<file path="src/kvt_pkg.sv">
// Shared codes and field widths for the compacting key/value table.
package kvt_pkg;

  localparam int ACTION_WIDTH = 2;
  localparam int STATUS_WIDTH = 2;
  localparam int CFG_WIDTH    = 5;
  localparam int HELD_WIDTH   = 5;

  localparam logic [ACTION_WIDTH-1:0] ACT_ADD    = 2'd0;
  localparam logic [ACTION_WIDTH-1:0] ACT_REMOVE = 2'd1;
  localparam logic [ACTION_WIDTH-1:0] ACT_GET    = 2'd2;

  localparam logic [STATUS_WIDTH-1:0] ST_OK        = 2'd0;
  localparam logic [STATUS_WIDTH-1:0] ST_NOT_FOUND = 2'd1;
  localparam logic [STATUS_WIDTH-1:0] ST_FULL      = 2'd2;

endpackage

</file>
<file path="src/kvt_mem.sv">
// Simple dual-port slot memory with one write port and a registered read port.
module kvt_mem #(
  parameter int WIDTH = 96,
  parameter int DEPTH = 16,
  parameter int AW    = 4
) (
  input  logic             clk,
  input  logic             we,
  input  logic [AW-1:0]    waddr,
  input  logic [WIDTH-1:0] wdata,
  input  logic             re,
  input  logic [AW-1:0]    raddr,
  output logic [WIDTH-1:0] rdata
);

  logic [WIDTH-1:0] mem [DEPTH];

  always_ff @(posedge clk) begin
    if (we) begin
      mem[waddr] <= wdata;
    end
  end

  always_ff @(posedge clk) begin
    if (re) begin
      rdata <= mem[raddr];
    end
  end

endmodule

</file>
<file path="src/compacting_key_value_table.sv">
// Top level of the compacting key/value table: request sequencer around the slot memory.
//
//   channel  direction  handshake            payload
//   in       in         in_valid/in_stall    action, key_first, key_second, value_in
//   out      out        out_valid/out_stall  status, value_out, entries_held
//   cfg      in         cfg_write            cfg_data (capacity_limit)
//
// An item passes an accept step, a scan through the slot memory read port (ended early
// on a hit), compaction of the later slots on a remove, and a hand-off of the result;
// the scan and the compaction read one slot per cycle.
// Reset clears the entry count, the limit (to DEPTH) and all handshake state; slots need no clear.
// A stalled result waits in the output register while the next item is accepted.
module compacting_key_value_table #(
  parameter int DEPTH          = 16,
  parameter int KEY_PART_WIDTH = 32,
  parameter int VALUE_WIDTH    = 32
) (
  input  logic                              clk,
  input  logic                              rst,
  input  logic                              in_valid,
  output logic                              in_stall,
  input  logic [kvt_pkg::ACTION_WIDTH-1:0]  action,
  input  logic [KEY_PART_WIDTH-1:0]         key_first,
  input  logic [KEY_PART_WIDTH-1:0]         key_second,
  input  logic [VALUE_WIDTH-1:0]            value_in,
  output logic                              out_valid,
  input  logic                              out_stall,
  output logic [kvt_pkg::STATUS_WIDTH-1:0]  status,
  output logic [VALUE_WIDTH-1:0]            value_out,
  output logic [kvt_pkg::HELD_WIDTH-1:0]    entries_held,
  input  logic                              cfg_write,
  input  logic [kvt_pkg::CFG_WIDTH-1:0]     cfg_data
);

  import kvt_pkg::*;

  localparam int AW = (DEPTH > 1) ? $clog2(DEPTH) : 1;
  localparam int CW = $clog2(DEPTH + 1);
  localparam int LW = (CW > CFG_WIDTH) ? CW : CFG_WIDTH;
  localparam int EW = 2 * KEY_PART_WIDTH + VALUE_WIDTH;

  typedef enum logic [3:0] {
    S_IDLE  = 4'b0001,
    S_SCAN  = 4'b0010,
    S_SHIFT = 4'b0100,
    S_DONE  = 4'b1000
  } state_t;

  state_t                    state, state_next;
  logic [ACTION_WIDTH-1:0]   req_action, req_action_next;
  logic [KEY_PART_WIDTH-1:0] req_k1, req_k1_next;
  logic [KEY_PART_WIDTH-1:0] req_k2, req_k2_next;
  logic [VALUE_WIDTH-1:0]    req_v, req_v_next;
  logic [CW-1:0]             count, count_next;
  logic [LW-1:0]             cap_limit, cap_limit_next;
  logic [CW-1:0]             scan_idx, scan_idx_next;
  logic                      pend, pend_next;
  logic [AW-1:0]             pend_idx, pend_idx_next;
  logic [STATUS_WIDTH-1:0]   res_status, res_status_next;
  logic [VALUE_WIDTH-1:0]    res_value, res_value_next;
  logic                      out_valid_next;
  logic [STATUS_WIDTH-1:0]   status_next;
  logic [VALUE_WIDTH-1:0]    value_out_next;
  logic [HELD_WIDTH-1:0]     entries_held_next;

  logic                      mem_we, mem_re;
  logic [AW-1:0]             mem_waddr, mem_raddr;
  logic [EW-1:0]             mem_wdata, mem_rdata;

  logic [KEY_PART_WIDTH-1:0] rd_k1, rd_k2;
  logic [VALUE_WIDTH-1:0]    rd_v;
  logic [LW-1:0]             eff_limit;
  logic                      hit, more;

  kvt_mem #(
    .WIDTH (EW),
    .DEPTH (DEPTH),
    .AW    (AW)
  ) u_mem (
    .clk   (clk),
    .we    (mem_we),
    .waddr (mem_waddr),
    .wdata (mem_wdata),
    .re    (mem_re),
    .raddr (mem_raddr),
    .rdata (mem_rdata)
  );

  assign rd_k1 = mem_rdata[EW-1 -: KEY_PART_WIDTH];
  assign rd_k2 = mem_rdata[VALUE_WIDTH +: KEY_PART_WIDTH];
  assign rd_v  = mem_rdata[VALUE_WIDTH-1:0];

  assign eff_limit = (cap_limit == '0) ? LW'(1) :
                     (cap_limit > LW'(DEPTH)) ? LW'(DEPTH) : cap_limit;

  assign hit      = pend && (rd_k1 == req_k1) && (rd_k2 == req_k2);
  assign more     = scan_idx < count;
  assign in_stall = (state != S_IDLE);

  always_comb begin
    state_next        = state;
    req_action_next   = req_action;
    req_k1_next       = req_k1;
    req_k2_next       = req_k2;
    req_v_next        = req_v;
    count_next        = count;
    cap_limit_next    = cap_limit;
    scan_idx_next     = scan_idx;
    pend_next         = pend;
    pend_idx_next     = pend_idx;
    res_status_next   = res_status;
    res_value_next    = res_value;
    out_valid_next    = out_valid && out_stall;
    status_next       = status;
    value_out_next    = value_out;
    entries_held_next = entries_held;
    mem_we            = 1'b0;
    mem_waddr         = pend_idx;
    mem_wdata         = {req_k1, req_k2, req_v};
    mem_re            = 1'b0;
    mem_raddr         = scan_idx[AW-1:0];

    if (cfg_write) begin
      cap_limit_next = LW'(cfg_data);
    end

    case (state)
      S_IDLE: begin
        if (in_valid) begin
          req_action_next = action;
          req_k1_next     = key_first;
          req_k2_next     = key_second;
          req_v_next      = value_in;
          scan_idx_next   = '0;
          pend_next       = 1'b0;
          state_next      = S_SCAN;
        end
      end
      S_SCAN: begin
        if (hit) begin
          pend_next       = 1'b0;
          res_status_next = ST_OK;
          res_value_next  = '0;
          state_next      = S_DONE;
          case (req_action)
            ACT_ADD: begin
              mem_we    = 1'b1;
              mem_waddr = pend_idx;
            end
            ACT_GET: begin
              res_value_next = rd_v;
            end
            ACT_REMOVE: begin
              res_value_next = rd_v;
              scan_idx_next  = CW'(pend_idx) + CW'(1);
              state_next     = S_SHIFT;
            end
            default: begin
              res_status_next = ST_NOT_FOUND;
            end
          endcase
        end else if (more) begin
          mem_re        = 1'b1;
          pend_next     = 1'b1;
          pend_idx_next = scan_idx[AW-1:0];
          scan_idx_next = scan_idx + CW'(1);
        end else begin
          pend_next       = 1'b0;
          res_value_next  = '0;
          res_status_next = ST_NOT_FOUND;
          state_next      = S_DONE;
          if (req_action == ACT_ADD) begin
            if (LW'(count) >= eff_limit) begin
              res_status_next = ST_FULL;
            end else begin
              mem_we          = 1'b1;
              mem_waddr       = count[AW-1:0];
              count_next      = count + CW'(1);
              res_status_next = ST_OK;
            end
          end
        end
      end
      S_SHIFT: begin
        if (pend) begin
          mem_we    = 1'b1;
          mem_waddr = pend_idx - AW'(1);
          mem_wdata = mem_rdata;
        end
        if (more) begin
          mem_re        = 1'b1;
          pend_next     = 1'b1;
          pend_idx_next = scan_idx[AW-1:0];
          scan_idx_next = scan_idx + CW'(1);
        end else begin
          pend_next  = 1'b0;
          count_next = count - CW'(1);
          state_next = S_DONE;
        end
      end
      S_DONE: begin
        if (!out_valid || !out_stall) begin
          out_valid_next    = 1'b1;
          status_next       = res_status;
          value_out_next    = res_value;
          entries_held_next = HELD_WIDTH'(count);
          state_next        = S_IDLE;
        end
      end
      default: begin
        state_next = S_IDLE;
      end
    endcase
  end

  always_ff @(posedge clk) begin
    if (rst) begin
      state     <= S_IDLE;
      count     <= '0;
      cap_limit <= LW'(DEPTH);
      pend      <= 1'b0;
      out_valid <= 1'b0;
    end else begin
      state     <= state_next;
      count     <= count_next;
      cap_limit <= cap_limit_next;
      pend      <= pend_next;
      out_valid <= out_valid_next;
    end
  end

  always_ff @(posedge clk) begin
    req_action   <= req_action_next;
    req_k1       <= req_k1_next;
    req_k2       <= req_k2_next;
    req_v        <= req_v_next;
    scan_idx     <= scan_idx_next;
    pend_idx     <= pend_idx_next;
    res_status   <= res_status_next;
    res_value    <= res_value_next;
    status       <= status_next;
    value_out    <= value_out_next;
    entries_held <= entries_held_next;
  end

endmodule

</file>
<file path="config.mk">
export PLATFORM = sky130hd
export DESIGN_NAME = compacting_key_value_table
export DESIGN_NICKNAME = d
export VERILOG_FILES = /design/src/kvt_pkg.sv /design/src/kvt_mem.sv /design/src/compacting_key_value_table.sv
export SDC_FILE = /design/constraint.sdc
export NUM_CORES = 2
export LEC_CHECK = 0
export BUFFER_PORTS_ARGS = -buffer_cell sky130_fd_sc_hd__buf_2
export CAP_MARGIN = 20
export CORE_MARGIN = 2
export CORE_UTILIZATION = 40
export CTS_CLUSTER_DIAMETER = 120
export DETAILED_ROUTE_END_ITERATION = 10
export PLACE_DENSITY_LB_ADDON = 0.05
export SYNTH_ARGS = -nofsm -noshare
export SYNTH_HDL_FRONTEND = slang
export SYNTH_SLANG_ARGS = --single-unit
</file>
<file path="constraint.sdc">
create_clock -name clk -period 17.2 [get_ports clk]
set_input_delay 3.44 -clock clk [delete_from_list [all_inputs] [get_ports clk]]
set_output_delay 3.44 -clock clk [all_outputs]
set_load 0.05 [all_outputs]
</file>
Yosys cells after proc, flatten, opt, wreduce, memory -nomap -nowiden

Memory sizes are Yosys's and may differ from the RTL's. A register that Yosys moved wholly into a read port is not among the register bits.
Cells that the tools add are included.

Add/subtract/negate cells: 5
$lt $le $gt $ge: 3
Eq/ne operators: 18
Mux-type cells: 54
Reductions and logical operators: 20

Operator list:

| kind                                                | number |
|---|---|
| two-way mux 96 bit                                  | 2 |
| two-way mux 32 bit                                  | 3 |
| equality test 32 bit                                | 2 |
| two-way mux 5 bit                                   | 11 |
| two-way mux 4 bit                                   | 12 |
| inequality test 2 bit, second input constant        | 8 |
| one-hot mux 4 bit (2 select lines)                  | 2 |
| one-hot mux 4 bit (4 select lines)                  | 1 |
| one-hot mux 5 bit (3 select lines)                  | 1 |
| two-way mux 1 bit                                   | 14 |
| AND reduction 2 bit                                 | 6 |
| adder 5 x 1 -> 5 bit, second input constant         | 2 |
| one-hot mux 5 bit (2 select lines)                  | 1 |
| two-way mux 2 bit                                   | 4 |
| AND reduction 6 bit                                 | 1 |
| adder 4 x 1 -> 5 bit, second input constant         | 1 |
| greater-or-equal comparator 5 bit                   | 1 |
| > comparator 5 bit, second input constant           | 1 |
| zero test 5 bit                                     | 1 |
| less-than comparator 5 bit                          | 1 |
| subtractor 5 x 1 -> 5 bit, second input constant    | 1 |
| equality test 4 x 1 -> 1 bit, second input constant | 1 |
| equality test 4 x 2 -> 1 bit, second input constant | 1 |
| equality test 4 x 3 -> 1 bit, second input constant | 1 |
| other kinds (17)                                    | 21 |

Register bits: 196
Memory bits (writable): 1536
Input bits: 108
Output and inout bits: 41
Logic and storage cells: 117
Memories kept: 1

Memory list:

| name      | depth | bits a word | rd ports | clocked after Yosys merged registers in | wr ports | line          | RTL |
|---|---|---|---|---|---|---|---|
| u_mem.mem | 16    | 96          | 1        | 1                                       | 1        | kvt_mem.sv:16 | `logic [WIDTH-1:0] mem [DEPTH];` |

Longest topological paths before layout

Depth in word-level cells: 11
Gate-level depth with buffers: 11
Mapped depth without buffers: 11

By module

Synthesis repeated with hierarchy kept, for this count alone.

Cell total of the unflattened synthesis: 3308
Area, all modules: 69574.2 µm²

By module, submodules not included:

| module                     | instances | cells an instance | area each (µm²) | seq. area each (µm²) |
|---|---|---|---|---|
| kvt_mem                    | 1         | 2460              | 60316.6         | 49007.0 |
| compacting_key_value_table | 1         | 848               | 9257.6          | 5725.5 |

Worst setup path after synthesis

No wires, ideal clock.

Path type: reg2reg
From: register cap_limit[4]
To: memory u_mem.mem[0][0], enable pin
Setup time: 787 ps
Data arrival time: 11436 ps
Required time: 16413 ps
Slack: 4978 ps
Cell stages (with the launch flop): 11
Buffers on the path: 0
Period minus slack after synthesis: 12222 ps
Path through: dfxtp_1 > inv_1 > nand2_1 > ha_1 > a21o_1 > a21o_1 > a211oi_1 > nor2b_1 > nand3_1 > a311o_1 > nor4_1

Word-level cells in the longest chain between the ends: 11
Elaborated cells on any way between the ends: 17
Classes of those cells: order compare (2); mux (14); reduce/logical (1)

RTL lines:

| what                                    | line                              | RTL |
|---|---|---|
| from (decl)                             | compacting_key_value_table.sv:55  | `logic [LW-1:0] cap_limit, cap_limit_next;` |
| from (signal assigned)                  | compacting_key_value_table.sv:220 | `cap_limit <= LW'(DEPTH);` |
| from (signal assigned)                  | compacting_key_value_table.sv:226 | `cap_limit <= cap_limit_next;` |
| > comparator 5 bit                      | compacting_key_value_table.sv:94  | `(cap_limit > LW'(DEPTH)) ? LW'(DEPTH) : cap_limit;` |
| two-way mux 5 bit                       | compacting_key_value_table.sv:94  |  |
| two-way mux 5 bit (*)                   | compacting_key_value_table.sv:93  | `assign eff_limit = (cap_limit == '0) ? LW'(1) :` |
| greater-or-equal comparator 5 bit (*)   | compacting_key_value_table.sv:173 | `if (LW'(count) >= eff_limit) begin` |
| two-way mux 1 bit                       | compacting_key_value_table.sv:173 |  |
| two-way mux 1 bit                       | compacting_key_value_table.sv:172 | `if (req_action == ACT_ADD) begin` |
| two-way mux 1 bit                       | compacting_key_value_table.sv:162 | `end else if (more) begin` |
| two-way mux 1 bit                       | compacting_key_value_table.sv:140 | `if (hit) begin` |
| one-hot mux 1 bit (2 select lines)      | compacting_key_value_table.sv:127 | `case (state)` |
| two-way mux 1 bit                       | kvt_mem.sv:19                     | `if (we) begin` |
| two-way mux 1 bit (implied by the code) | kvt_mem.sv:20                     | `mem[waddr] <= wdata;` |
| to (decl)                               | kvt_mem.sv:16                     |  |

Mark *: on every way between the ends. The rest lies on a longest branch, timed or not.

Final worst setup path

From: register state[0]
To: output port in_stall

Word-level cells in the longest chain between the ends: 1

RTL lines:

| what                           | line                              | RTL |
|---|---|---|
| from (decl)                    | compacting_key_value_table.sv:49  | `state_t state, state_next;` |
| from (signal assigned)         | compacting_key_value_table.sv:224 | `state <= state_next;` |
| inequality test 4 x 1 -> 1 bit | compacting_key_value_table.sv:98  | `assign in_stall = (state != S_IDLE);` |
| to (decl)                      | compacting_key_value_table.sv:21  | `output logic in_stall,` |

No other way between the ends.

==> impl_metrics.tcl <==
set metrics [dict create \
    share_comb_of_total_power 0.211 \
    clk_path_buf_depth 3 \
    cts_setup_buffers 0 \
    htreeDepth 4 \
    final_layout_size_suffix_gt1_frac 0.288 \
    hpwl_mm 93.4 \
    p_switching_mw 3.12 \
    worstSetupStartpointType "flip-flop" \
    yosys.area_share.simple 0.0270 \
    r2r-start "u_mem.rdata[60]" \
    dr.pass1.iters 5 \
    synth-compound-area-share 0.00595 \
    die_h_um 421 \
    holdCritStartpoint "res_value[17]" \
    cts_tree "done" \
    cp_top_family "flip-flops" \
    rrSetupSlack_ns 11.57 \
    io_pins 149 \
    cap_violations 0 \
    wirelength_mm 177 \
    grt_pass1_vias 33769 \
    synth_top_family_by_area "multiplexers" \
    holdCritPathClass "reg -> reg" \
    yosys_warnings 0 \
    crit_chain "nor4b_1 > inv_1 > buf_2" \
    fin_crit_sh 0.327 \
    drt-met1-wl_mm 76.9 \
    dr.max_layer_used "met5" \
    final_core_util 0.462 \
    grt_first_pass_wirelength_mm 252 \
    ys_types 54 \
    finClkSkew_ns 0.0493 \
    cts_resized 0 \
    numPortBuffers 148 \
    whs_endpoint "value_out[17]" \
    synth-xor-area-share 0.00921 \
    p_int_mw 8.70 \
    crit_required_ns 13.76 \
    yosysSeqAreaShare 0.789 \
    worstPathArrival_ns 2.19 \
    fp.coreArea_um2 172000 \
    place_congestion 0.729 \
    fill_cells 14302 \
    netlist_instances 3040 \
    yosys_register_bits 1828 \
    design_area_um2 79400 \
    path_clk_slew_ns 0.06 \
    pwr-share-seq 0.449 \
    placed_area_um2 73200 \
    rr_endpoint "u_mem.mem[1][44]" \
    worstPathMaxFanout 5 \
    period_needed_ns 5.63 \
    worst_slew_pin_slew_ns 1.21 \
    die-area_um2 177000 \
    areaGrowthSynthToFinish_pct 14.4 \
    power.share.clock 0.341 \
    worstSkewPairLatency_ns 0.82 \
    slew_headroom 0.184 \
    wl_per_cell_um 30.6 \
    peakVddDrop_mv 0.144 \
    dp.cells 5424 \
    yosysTopAreaCell "edfxtp_1" \
    muxShareOfSynthArea 0.157 \
    vias 31916 \
    core.rowCount 152 \
    setup_tns_ns 0 \
    via_per_inst 5.52 \
    synthesis.nets 3167 \
    rsz0062_at_grt "no" \
    postRouteAntennaNets 0 \
    drc 0 \
    grt_usage 0.203 \
    instances_no_fill 5784 \
    synth_area_leaders "edfxtp_1, mux4_2, nand2_1" \
    synthFlopType "edfxtp_1" \
    pwr_density_cell_nw_per_um2 149 \
    p_sw_frac 0.264 \
    initial_core_util 0.404 \
    finalSetupViolations 0 \
    reg2reg_depth 10 \
    hold_buffers 0 \
    min_path_cells 0 \
    synth_top_area_frac 0.784 \
    routed-wl-met2_mm 88.0 \
    root_buffer "clkbuf_16" \
    crit_type "reg -> out" \
    cp_num_buf_inv 2 \
    hold_ws_ns 0.412 \
    synth_edf_count 1812 \
    slowest_delay_ns 0.47 \
    hold_violations 0 \
    nets 3435 \
    grt.overflow.total 0 \
    cp-end-kind "output port" \
    cts_sinks 1828 \
    max_freq_ghz 0.178 \
    die_w_um 421 \
    synthAdderAreaFrac 0.00353 \
    netlist_area_um2 69400 \
    synth_common_cells "edfxtp_1, mux4_2, nand2_1" \
    report.final.slew_viol_count 0 \
    grt_max_degree 142 \
    wl_met3_mm 7.91 \
    yosysMostFrequentCell "edfxtp_1" \
    outcome "finished, final reports clean" \
    cts_made_buffers 192 \
    drtIter0Drc 2897 \
    async_reset_ff_frac 0 \
    synth_area_per_cell_um2 22.8 \
    power.leakage_nw 25.0 \
    slowest_stage "dfxtp_1" \
    grt_antenna_before_repair 12 \
]
==> cells in the final DEF (no fill, tap or decap), types with 3 or more instances in the layout <==
master / netlist / layout
o21ai_0: 4 / 4
clkinvlp_4: 0 / 5
nand2b_1: 3 / 3
nor3_1: 6 / 6
clkinv_8: 0 / 5
buf_4: 0 / 56
buf_2: 17 / 148
ha_1: 18 / 18
buf_12: 0 / 10
nand4_1: 13 / 13
a21oi_1: 13 / 12
xnor2_1: 51 / 51
xor2_1: 22 / 22
nor4_1: 22 / 6
diode_2: 0 / 4
o22ai_1: 7 / 7
mux4_2: 480 / 480
inv_16: 0 / 4
a21o_1: 7 / 7
and3_1: 32 / 32
inv_1: 19 / 19
nand2_1: 298 / 297
clkinv_2: 0 / 42
clkbuf_16: 0 / 194
o21a_1: 3 / 3
dfxtp_1: 16 / 16
edfxtp_1: 1812 / 1812
nor2_1: 18 / 17
nand3_1: 8 / 8
bufinv_16: 0 / 15
o211ai_1: 4 / 4
mux2i_1: 7 / 7
clkbuf_1: 98 / 45
nor4_2: 0 / 16
clkinv_1: 0 / 42
==> stage by stage <==
step	worst slack [ns]	power, mW
after floorplan	4.98	7.18
after global placement	11.79	7.93
after CTS	11.50	12.0
after global routing	11.35	12.3
final	11.57	11.8
after detailed placement	11.65	7.95
==> metal layers <==
metal | GRT usage | vias to the layer above
met5 | 0 | -
met4 | 0.0534 | 2
met3 | 0.0332 | 224
met2 | 0.336 | 800
met1 | 0.280 | 17623
li1 | - | 13267
==> sequential cells by signal, summed over array words and instances (netlist names), 32 cells and up <==
register,cells
req_k1,32
req_k2,32
req_v,32
res_value,32
u_mem.mem,1536
u_mem.rdata,96
value_out,32
==> final cells by class <==
type | count | area [um^2] | share of cell area
clock inverters | 117 | 1090 | 0.0138
well taps | 2310 | 2890 | 0.0364
multi-input cells | 1053 | 14200 | 0.179
flip-flops and latches | 1828 | 54700 | 0.690
clock buffers | 239 | 5020 | 0.0633
inverters | 19 | 71.3 | 0.000899
repair buffers | 214 | 1360 | 0.0172
diodes | 4 | 10.0 | 0.000126
==> logic make-up after synthesis <==
kind of cell / Yosys count
AO/OA/AOI/OAI: 54
XOR/XNOR: 73
adder cells (fa/ha/maj): 19
buffers and inverters: 159
flip-flops: 1828
multiplexers: 487
AND/OR/NAND/NOR: 420
==> worst max path at each step <==
stage	cells past startpoint	slack [ns]	end	start
global placement	10	11.79	u_mem.mem[0][42]	u_mem.rdata[37]
CTS	3	11.50	in_stall	state[0]
global route	10	11.35	u_mem.mem[1][24]	u_mem.rdata[60]
floorplan	10	4.98	u_mem.mem[0][0]	cap_limit[4]
finish	3	11.57	in_stall	state[0]
detailed placement	10	11.65	u_mem.mem[0][23]	u_mem.rdata[60]
==> power groups by stage <==
stage	Combinational, mW	Clock [mW]	Sequential [mW]
CTS	2.57	4.14	5.30
global route	2.68	4.31	5.31
global placement	2.54	0	5.39
floorplan	1.80	0	5.38
detailed placement	2.56	0	5.40
finish	2.49	4.03	5.30
No activity file was read; power rests on OpenSTA's default activity.
